**config.mk**
```make
export PLATFORM = sky130hd
export DESIGN_NAME = keyed_cost_accumulator_table
export DESIGN_NICKNAME = d
export VERILOG_FILES = /design/src/sv/kcat_pkg.sv /design/src/sv/keyed_cost_accumulator_table.sv /design/src/sv/kcat_front.sv /design/src/sv/kcat_back.sv
export SDC_FILE = /design/constraint.sdc
export NUM_CORES = 2
export LEC_CHECK = 0
export ABC_AREA = 1
export BUFFER_PORTS_ARGS = -buffer_cell sky130_fd_sc_hd__buf_2
export CAP_MARGIN = 20
export CORE_MARGIN = 2
export CORE_UTILIZATION = 35
export DETAILED_ROUTE_END_ITERATION = 8
export HOLD_SLACK_MARGIN = 0.05
export PLACE_DENSITY = 0.46
export SLEW_MARGIN = 20
export SYNTH_ARGS = -nofsm -noshare
export SYNTH_HDL_FRONTEND = slang
export SYNTH_HIERARCHICAL = 1
export SYNTH_SLANG_ARGS = --single-unit
```
**constraint.sdc**
```tcl
create_clock -name clk -period 30.5 [get_ports clk]
set_clock_uncertainty 0.2 [all_clocks]
set_input_delay 3.05 -clock clk [delete_from_list [all_inputs] [get_ports clk]]
set_output_delay 3.05 -clock clk [all_outputs]
set_load 0.02 [all_outputs]
```
**src/sv/kcat_pkg.sv**
```systemverilog
// shared types and codes for the keyed cost accumulator table
// no dependencies; imported by every module of the block
package kcat_pkg;

	localparam logic MODE_RECORD = 1'b0;
	localparam logic MODE_CLEAR  = 1'b1;

	localparam logic [1:0] OUTC_HIT   = 2'd0;
	localparam logic [1:0] OUTC_FILL  = 2'd1;
	localparam logic [1:0] OUTC_EVICT = 2'd2;
	localparam logic [1:0] OUTC_CLEAR = 2'd3;

	// request queue between front and back
	localparam int QDEPTH = 2;
	localparam int QPTR_W = $clog2(QDEPTH);

	typedef struct packed {
		logic        mode;
		logic [63:0] key;
		logic [31:0] tag;
		logic [63:0] pcost;
		logic [63:0] scost;
	} item_t;

	typedef struct packed {
		logic  valid;
		logic  is_clear;
		item_t item;
	} req_t;

	typedef struct packed {
		logic [63:0] key;
		logic [31:0] tag;
		logic [63:0] psum;
		logic [63:0] ssum;
		logic [31:0] samples;
	} row_t;

endpackage

```
**src/sv/keyed_cost_accumulator_table.sv**
```systemverilog
// top level of the keyed cost accumulator table
// depends on kcat_pkg, kcat_front and kcat_back
//
// usage:
//   request channel: drive mode, key, tag, primary_cost, secondary_cost and
//   raise start; the request is taken at a rising edge where start is high
//   and busy is low. busy is high while the two-entry request queue is full.
//   result channel: done is high for one cycle with slot_index, outcome,
//   primary_sum, secondary_sum and sample_count; the receiver cannot stall,
//   so results must be taken in the cycle they appear.
// operation:
//   a record request scans the table one slot per cycle through the slot
//   memory read port, then writes the chosen slot and registers the result.
//   a clear request is taken in the idle state and its result registered;
//   clears can follow one per cycle. requests queue up while the table
//   works on an earlier one.
// reset:
//   arst_n low empties the queue and marks every slot empty at once through
//   per-slot valid bits; no clearing pass is needed.
module keyed_cost_accumulator_table import kcat_pkg::*; #(
	parameter int ENTRIES = 8
) (
	input  logic        clk,
	input  logic        arst_n,
	input  logic        start,
	output logic        busy,
	input  logic        mode,
	input  logic [63:0] key,
	input  logic [31:0] tag,
	input  logic [63:0] primary_cost,
	input  logic [63:0] secondary_cost,
	output logic        done,
	output logic [2:0]  slot_index,
	output logic [1:0]  outcome,
	output logic [63:0] primary_sum,
	output logic [63:0] secondary_sum,
	output logic [31:0] sample_count
);

	item_t item_in;
	req_t  head;
	logic  pop;

	assign item_in.mode  = mode;
	assign item_in.key   = key;
	assign item_in.tag   = tag;
	assign item_in.pcost = primary_cost;
	assign item_in.scost = secondary_cost;

	kcat_front u_front (
		.clk     (clk),
		.arst_n  (arst_n),
		.start   (start),
		.busy    (busy),
		.item_in (item_in),
		.pop     (pop),
		.head    (head)
	);

	kcat_back #(
		.ENTRIES (ENTRIES)
	) u_back (
		.clk           (clk),
		.arst_n        (arst_n),
		.head          (head),
		.pop           (pop),
		.done          (done),
		.slot_index    (slot_index),
		.outcome       (outcome),
		.primary_sum   (primary_sum),
		.secondary_sum (secondary_sum),
		.sample_count  (sample_count)
	);

endmodule

```
**src/sv/kcat_front.sv**
```systemverilog
// front part: takes requests, classifies them and holds them in a short queue
// depends on kcat_pkg
module kcat_front import kcat_pkg::*; (
	input  logic  clk,
	input  logic  arst_n,
	input  logic  start,
	output logic  busy,
	input  item_t item_in,
	input  logic  pop,
	output req_t  head
);

	typedef struct packed {
		logic  is_clear;
		item_t item;
	} entry_t;

	entry_t              q_mem_q [QDEPTH];
	logic [QPTR_W-1:0]   wr_ptr_q;
	logic [QPTR_W-1:0]   rd_ptr_q;
	logic [QPTR_W:0]     cnt_q;
	logic                push;
	logic                take;

	assign busy = (cnt_q == (QPTR_W+1)'(QDEPTH));
	assign push = start && !busy;
	assign take = pop && (cnt_q != '0);

	assign head.valid    = (cnt_q != '0);
	assign head.is_clear = q_mem_q[rd_ptr_q].is_clear;
	assign head.item     = q_mem_q[rd_ptr_q].item;

	always_ff @(posedge clk) begin
		if (push) begin
			q_mem_q[wr_ptr_q].is_clear <= (item_in.mode == MODE_CLEAR);
			q_mem_q[wr_ptr_q].item     <= item_in;
		end
	end

	always_ff @(posedge clk or negedge arst_n) begin
		if (!arst_n) begin
			wr_ptr_q <= '0;
			rd_ptr_q <= '0;
			cnt_q    <= '0;
		end else begin
			if (push)
				wr_ptr_q <= wr_ptr_q + 1'b1;
			if (take)
				rd_ptr_q <= rd_ptr_q + 1'b1;
			if (push && !take)
				cnt_q <= cnt_q + 1'b1;
			else if (take && !push)
				cnt_q <= cnt_q - 1'b1;
		end
	end

endmodule

```
**src/sv/kcat_back.sv**
```systemverilog
// back part: slot table, sequential slot scan and update, result register
// depends on kcat_pkg
module kcat_back import kcat_pkg::*; #(
	parameter int ENTRIES = 8
) (
	input  logic        clk,
	input  logic        arst_n,
	input  req_t        head,
	output logic        pop,
	output logic        done,
	output logic [2:0]  slot_index,
	output logic [1:0]  outcome,
	output logic [63:0] primary_sum,
	output logic [63:0] secondary_sum,
	output logic [31:0] sample_count
);

	localparam int IDX_W = $clog2(ENTRIES);

	typedef enum logic [1:0] {
		ST_IDLE,
		ST_SCAN,
		ST_DRAIN,
		ST_WRITE
	} state_t;

	state_t             state_q;
	item_t              cur_q;
	logic [IDX_W-1:0]   scan_idx_q;
	logic [ENTRIES-1:0] occ_q;

	// slot storage, one row per slot
	row_t               mem [ENTRIES];
	row_t               rd_row_s1;
	logic               rd_live_s1;
	logic               rd_occ_s1;
	logic [IDX_W-1:0]   rd_idx_s1;

	logic               hit_fnd_q;
	logic [IDX_W-1:0]   hit_idx_q;
	row_t               hit_row_q;
	logic               emp_fnd_q;
	logic [IDX_W-1:0]   emp_idx_q;
	row_t               emp_row_q;
	logic [IDX_W-1:0]   min_idx_q;
	logic [63:0]        min_p_q;

	logic               done_q;
	logic [2:0]         slot_index_q;
	logic [1:0]         outcome_q;
	logic [63:0]        psum_q;
	logic [63:0]        ssum_q;
	logic [31:0]        samples_q;

	row_t               row_eff;
	logic               occupied;
	logic               match;
	row_t               base_row;
	row_t               new_row;
	logic [IDX_W-1:0]   sel_idx;
	logic [1:0]         sel_outc;
	logic [IDX_W+2:0]   sel_ext;
	logic               wr_en;

	assign pop = (state_q == ST_IDLE) && head.valid;

	// a slot without its valid bit reads as all zero
	assign row_eff  = rd_occ_s1 ? rd_row_s1 : '0;
	assign occupied = rd_occ_s1 && (row_eff.samples != '0);
	assign match    = occupied && (row_eff.key == cur_q.key);

	always_comb begin
		if (hit_fnd_q) begin
			base_row = hit_row_q;
			sel_idx  = hit_idx_q;
			sel_outc = OUTC_HIT;
		end else if (emp_fnd_q) begin
			base_row = emp_row_q;
			sel_idx  = emp_idx_q;
			sel_outc = OUTC_FILL;
		end else begin
			base_row = '0;
			sel_idx  = min_idx_q;
			sel_outc = OUTC_EVICT;
		end
		new_row.key     = cur_q.key;
		new_row.tag     = cur_q.tag;
		new_row.psum    = base_row.psum + cur_q.pcost;
		new_row.ssum    = base_row.ssum + cur_q.scost;
		new_row.samples = base_row.samples + 32'd1;
	end

	assign sel_ext = {3'b000, sel_idx};
	assign wr_en   = (state_q == ST_WRITE);

	always_ff @(posedge clk) begin
		if (wr_en)
			mem[sel_idx] <= new_row;
		rd_row_s1 <= mem[scan_idx_q];
	end

	always_ff @(posedge clk or negedge arst_n) begin
		if (!arst_n) begin
			state_q      <= ST_IDLE;
			cur_q        <= '0;
			scan_idx_q   <= '0;
			occ_q        <= '0;
			rd_live_s1   <= 1'b0;
			rd_occ_s1    <= 1'b0;
			rd_idx_s1    <= '0;
			hit_fnd_q    <= 1'b0;
			hit_idx_q    <= '0;
			hit_row_q    <= '0;
			emp_fnd_q    <= 1'b0;
			emp_idx_q    <= '0;
			emp_row_q    <= '0;
			min_idx_q    <= '0;
			min_p_q      <= '0;
			done_q       <= 1'b0;
			slot_index_q <= '0;
			outcome_q    <= OUTC_HIT;
			psum_q       <= '0;
			ssum_q       <= '0;
			samples_q    <= '0;
		end else begin
			done_q     <= 1'b0;
			rd_live_s1 <= (state_q == ST_SCAN);
			rd_occ_s1  <= occ_q[scan_idx_q];
			rd_idx_s1  <= scan_idx_q;

			// fold in the slot read last cycle
			if (rd_live_s1) begin
				if (match && !hit_fnd_q) begin
					hit_fnd_q <= 1'b1;
					hit_idx_q <= rd_idx_s1;
					hit_row_q <= row_eff;
				end
				if (!occupied && !emp_fnd_q) begin
					emp_fnd_q <= 1'b1;
					emp_idx_q <= rd_idx_s1;
					emp_row_q <= row_eff;
				end
				// strict less-than keeps the lowest index on a tie
				if (rd_idx_s1 == '0 || row_eff.psum < min_p_q) begin
					min_idx_q <= rd_idx_s1;
					min_p_q   <= row_eff.psum;
				end
			end

			unique case (state_q)
				ST_IDLE: begin
					if (pop) begin
						cur_q <= head.item;
						if (head.is_clear) begin
							occ_q        <= '0;
							done_q       <= 1'b1;
							slot_index_q <= '0;
							outcome_q    <= OUTC_CLEAR;
							psum_q       <= '0;
							ssum_q       <= '0;
							samples_q    <= '0;
						end else begin
							scan_idx_q <= '0;
							hit_fnd_q  <= 1'b0;
							emp_fnd_q  <= 1'b0;
							state_q    <= ST_SCAN;
						end
					end
				end
				ST_SCAN: begin
					if (scan_idx_q == IDX_W'(ENTRIES - 1))
						state_q <= ST_DRAIN;
					else
						scan_idx_q <= scan_idx_q + 1'b1;
				end
				ST_DRAIN: begin
					state_q <= ST_WRITE;
				end
				ST_WRITE: begin
					occ_q[sel_idx] <= 1'b1;
					done_q         <= 1'b1;
					slot_index_q   <= sel_ext[2:0];
					outcome_q      <= sel_outc;
					psum_q         <= new_row.psum;
					ssum_q         <= new_row.ssum;
					samples_q      <= new_row.samples;
					state_q        <= ST_IDLE;
				end
				default: state_q <= ST_IDLE;
			endcase
		end
	end

	assign done          = done_q;
	assign slot_index    = slot_index_q;
	assign outcome       = outcome_q;
	assign primary_sum   = psum_q;
	assign secondary_sum = ssum_q;
	assign sample_count  = samples_q;

endmodule

```
======== After elaboration in Yosys (flattened, before gate mapping) ========
Memory sizes are Yosys's and may differ from the RTL's. A register that Yosys moved wholly into a read port is not among the register bits.
Index checks and enable logic that the tools add are counted.
storage, ports and cells
  output and inout bits ................... 167
  logic and storage cells ................. 142
  memory bits (writable) .................. 2500
  flip-flop bits (word level) ............. 807
  input port bits ......................... 228
  memories ................................ 2
cells by class
  multiplexer cells ....................... 54
  reduce and logical (&&, ||, !) cells .... 31
  $lt $le $gt $ge ......................... 4
  $add $sub $neg .......................... 8
  bitwise logic cells ..................... 1
  eq/ne operators ......................... 11
memories
  name             depth  bits a word  rd ports  clocked after Yosys merged registers in  write ports  RTL line          text
  u_back.mem       8      256          1         1                                        1            kcat_back.sv:33   row_t mem [ENTRIES];
  u_front.q_mem_q  2      226          1         0                                        1            kcat_front.sv:18  entry_t q_mem_q [QDEPTH];
operator list
  cell                   number
  $mux 160               2
  $mux 256               1
  $pmux 64 s2            2
  $add 64x64->64         2
  $mux 64                2
  $eq 64x64->1           1
  $lt 64x64->1           1
  $mux 32                2
  $pmux 32 s2            1
  $add 32x1->32 const B  1
  $reduce_bool 32->1     1
  $mux 3                 7
  $mux 1                 18
  $mux 2                 9
  $mux 8                 2
  $pmux 8 s2             1
  $pmux 3 s2             2
  $logic_and 1x1->1      10
  $ne 2x2->1 const B     5
  $lt 3x4->1 const B     2
  $or 8x8->8             1
  $pmux 2 s4             1
  $reduce_and 2->1       4
  $reduce_bool 2->1      4
  18 further kinds       27

======== Logic depth before layout (Yosys ltp) ========
  depth in word-level cells ............... 10
  depth in mapped cells ................... 25
  mapped depth without buffers ............ 22

======== Hierarchy ========
Netlist, hierarchy kept.
by module, submodules not included
  module      area an instance (µm²)  cells each  instances
  kcat_back   117734.2                11539       1
  kcat_front  16554.6                 1207        1

======== Worst setup path before layout ========
OpenSTA, ideal clock, no wires.
  path kind ............................... reg2reg
  from .................................... register u_back.hit_fnd_q
  to ...................................... memory u_back/mem[2][0] (netlist bit), enable pin
  data arrival time ....................... 16.779 ns
  stages on the path, launching flop included .. 9
  slack ................................... 12.438 ns
  required time ........................... 29.217 ns
  path buffers ............................ 3
  library setup time ...................... 1.083 ns
  cells stage by stage .................... dfrtp_1 > buf_2 > buf_2 > nor2_1 > a22oi_1 > o21a_1 > clkbuf_1 > inv_1 > nor3_1
on the way
  cells in the longest elaborated chain, start to end .. 1
ends and longest elaborated chain
  what                    RTL line          text
  from (decl)             kcat_back.sv:39   logic hit_fnd_q;
  from (signal assigned)  kcat_back.sv:111  hit_fnd_q <= 1'b0;
  from (signal assigned)  kcat_back.sv:134  hit_fnd_q <= 1'b1;
  from (signal assigned)  kcat_back.sv:164  hit_fnd_q <= 1'b0;
  $mux 3                  kcat_back.sv:73   if (hit_fnd_q) begin
  to (decl)               kcat_back.sv:33
Every way passes these cells.

==> impl_results.md <==
- Critical path required time: 30.89 ns
- Total GRT Usage: roughly a fifth
- Final Hold Vio Count: 0
- Final min period: around 6.1 ns
- Reg clk slew, reported paths: approximately 0.06 ns
- Final WL: about 410 mm
- Synth Instances: ~13,000
- Layout cells sized above 1: ~8.5%
- Clock sinks: 3,177
- Core area: 376,000 um^2
- Port bufs: roughly 360
- Crit. End Element: flip-flop
- Root buffer cell: clkbuf_16
- CTS buffer count: 352
- F_max: around 160 MHz
- Mapped Nets: about 13,000
- DRT iter0 DRCs: 6,874
- Setup TNS: 0 ns
- Hold buffer count at CTS: 0
- Initial core utilization: around a third
- Cell-internal power: about 9.2 mW
- Via count: 91,187
- Largest net degree at the start of global routing: 162
- Min Hold Slack: between 0.2 and 0.3 ns
- Synthesized area: about 130,000 um^2
- Full die area: about 380,000 um^2
- Number of synthesis warnings: 6
- Flop pwr share: 43.0%
- CTS max path bufs: 4
- Worst skew pair latency: ~0.94 ns
- PwrDens: 94.7 nW/um^2
- Gate power share: between 20% and 30%
- Fraction of power consumed by the clock network: between 20 and 30%
- Top Ports: 395
- Sw frac: a little over a third
- Status: complete, no violations
- Period utilization: 20.1%
- Crit path arrival time: around 6.5 ns
- Vias in the first global route: approximately 90,000
- RSZ-0062 raised after global routing: false
- Row cnt: approximately 230
- Max Slew Vio Count: 0
- Syn avg cell area: between 10 and 15 um^2
- Grt ovf: 0
- Area Growth Syn to Fin: 14.1%
- Slew @ Worst Pin: 1.20 ns
- CTS tree: done
- LEAKAGE: between 50 and 60 nW
- Routed wire per std cell: 22.4 um
- Min-delay worst type: reg -> reg
- Die Width: 618 um
- Nets: 13,260
- First-pass GRT wire length: approximately 600 mm
- Post_cts resized: 0
- Peak VDD IR: between 0.05 and 0.06 mV
- DR pass1 iterations: 6
- Antenna violations before repair: 9
- HPWL after DPL: approximately 250 mm
- Drt drc: 0
- Die H: just over 600 um
- Vias/cell: roughly 5.0
- Setup-failing EPs final: 0
- Worst Setup Path Type: reg -> reg
- Postcts setup bufs: 0
- H-tree depth: 5
- Maxcap violations: 0
- Relative slew slack: between 15 and 20%
- Post-route ant nets: 0
- Nature of the critical path startpoint: flip-flop
- GPL Wtd Cong: between 0.9 and 1
- Psw: between 5 and 6 mW
- Worst Path Max Fanout: 57
## per-layer routing
metal	wire length, um	GRT usage [%]	vias up
met1	184000	28.5	45547
li1	-	-	43226
met5	0	0	-
met4	11000	5.62	0
met3	17300	2.41	478
met2	193000	34.8	1936
## layout by cell type, fill, tap and decap left out, types with 12 or more instances in the layout
cell / count
and2_1: 48
o21bai_1: 21
clkbuf_8: 40
or2_2: 20
nand3_1: 214
buf_4: 136
clkinvlp_4: 16
xor2_1: 91
a21boi_0: 12
nand2_1: 2926
clkinv_1: 31
o21a_1: 16
nor3_1: 53
a31oi_1: 239
inv_1: 683
nand3b_1: 36
dfxtp_1: 224
clkbuf_1: 87
o22ai_1: 225
a22o_1: 12
a21o_1: 23
clkbuf_16: 357
bufinv_16: 25
edfxtp_1: 2178
nor2_1: 2057
buf_2: 361
o21ai_1: 150
nand4_1: 66
clkinv_2: 75
a21oi_1: 276
xnor2_1: 35
dfrtp_1: 769
o21ai_0: 1306
ha_1: 209
## flip-flops by register name, indices dropped and copies added, names as in the netlist, 32 cells and up
| register | count |
|---|---|
| u_back/mem | 1792 |
| u_front/q_mem_q | 386 |
| u_back/rd_row_s1 | 224 |
| u_back/cur_q | 192 |
| u_back/emp_row_q | 160 |
| u_back/hit_row_q | 160 |
| u_back/min_p_q | 64 |
| u_back/primary_sum | 64 |
| u_back/secondary_sum | 64 |
| u_back/sample_count | 32 |
## power groups by stage
| stage | logic [mW] | clock network [mW] | registers, mW |
|---|---|---|---|
| after floorplan | 2.45 | 0 | 6.20 |
| after global routing | 4.34 | 4.54 | 6.21 |
| final | 3.87 | 4.25 | 6.13 |
| after CTS | 3.94 | 4.37 | 6.14 |
| after global placement | 3.87 | 0 | 6.21 |
| after detailed placement | 3.92 | 0 | 6.22 |
## critical path, cell delays in order (launching register included)
cell	delay [ns]
dfrtp_4	0.81
inv_2	0.15
nand2_4	0.63
buf_4	0.57
o21ai_0	0.39
ha_1	0.45
a21oi_1	0.24
o21a_1	0.21
o21ai_0	0.21
a21oi_1	0.59
nand3_1	0.34
xor2_1	0.83
## final timing paths
kind | from | to | slack [ns] | depth (start not counted)
max in group asynchronous | arst_n | u_back/emp_row_q[130] | 24.48 | 5
worst max-delay path | u_back/hit_fnd_q | u_back/mem[4][130] | 24.38 | 11
worst min-delay path | u_back/rd_row_s1[61] | u_back/emp_row_q[61] | 0.26 | 2
min in group asynchronous | arst_n | u_back/secondary_sum[16] | 1.90 | 1
worst max register to register | u_back/hit_fnd_q | u_back/mem[4][130] | 24.38 | 11
worst min register to register | u_back/rd_row_s1[61] | u_back/emp_row_q[61] | 0.26 | 2
## through the flow
step | power (mW) | cells | worst slack [ns] | area [um^2] | utilization (%)
2_1_floorplan | 8.65 | 12581 | 12.44 | 132000 | -
3_3_place_gp | 10.1 | 17460 | 23.34 | 139000 | 37.0
3_5_place_dp | 10.1 | 17461 | 23.24 | 139000 | 37.0
4_1_cts | 14.5 | 18120 | 24.15 | 150000 | 40.1
5_1_grt | 15.1 | 18122 | 23.88 | 151000 | 40.1
6_report | 14.2 | 18124 | 24.38 | 151000 | 40.1
## final cells by class
type | instances | area, um^2
Fill cell | 36614 | 225000
Sequential cell | 3177 | 89300
Multi-Input combinational cell | 8089 | 37600
Clock buffer | 484 | 9810
Tap cell | 4994 | 6250
Timing Repair Buffer | 508 | 3050
Inverter | 693 | 2650
Clock inverter | 175 | 1850
Antenna cell | 4 | 10.0
No activity file was read; power rests on OpenSTA's default activity.
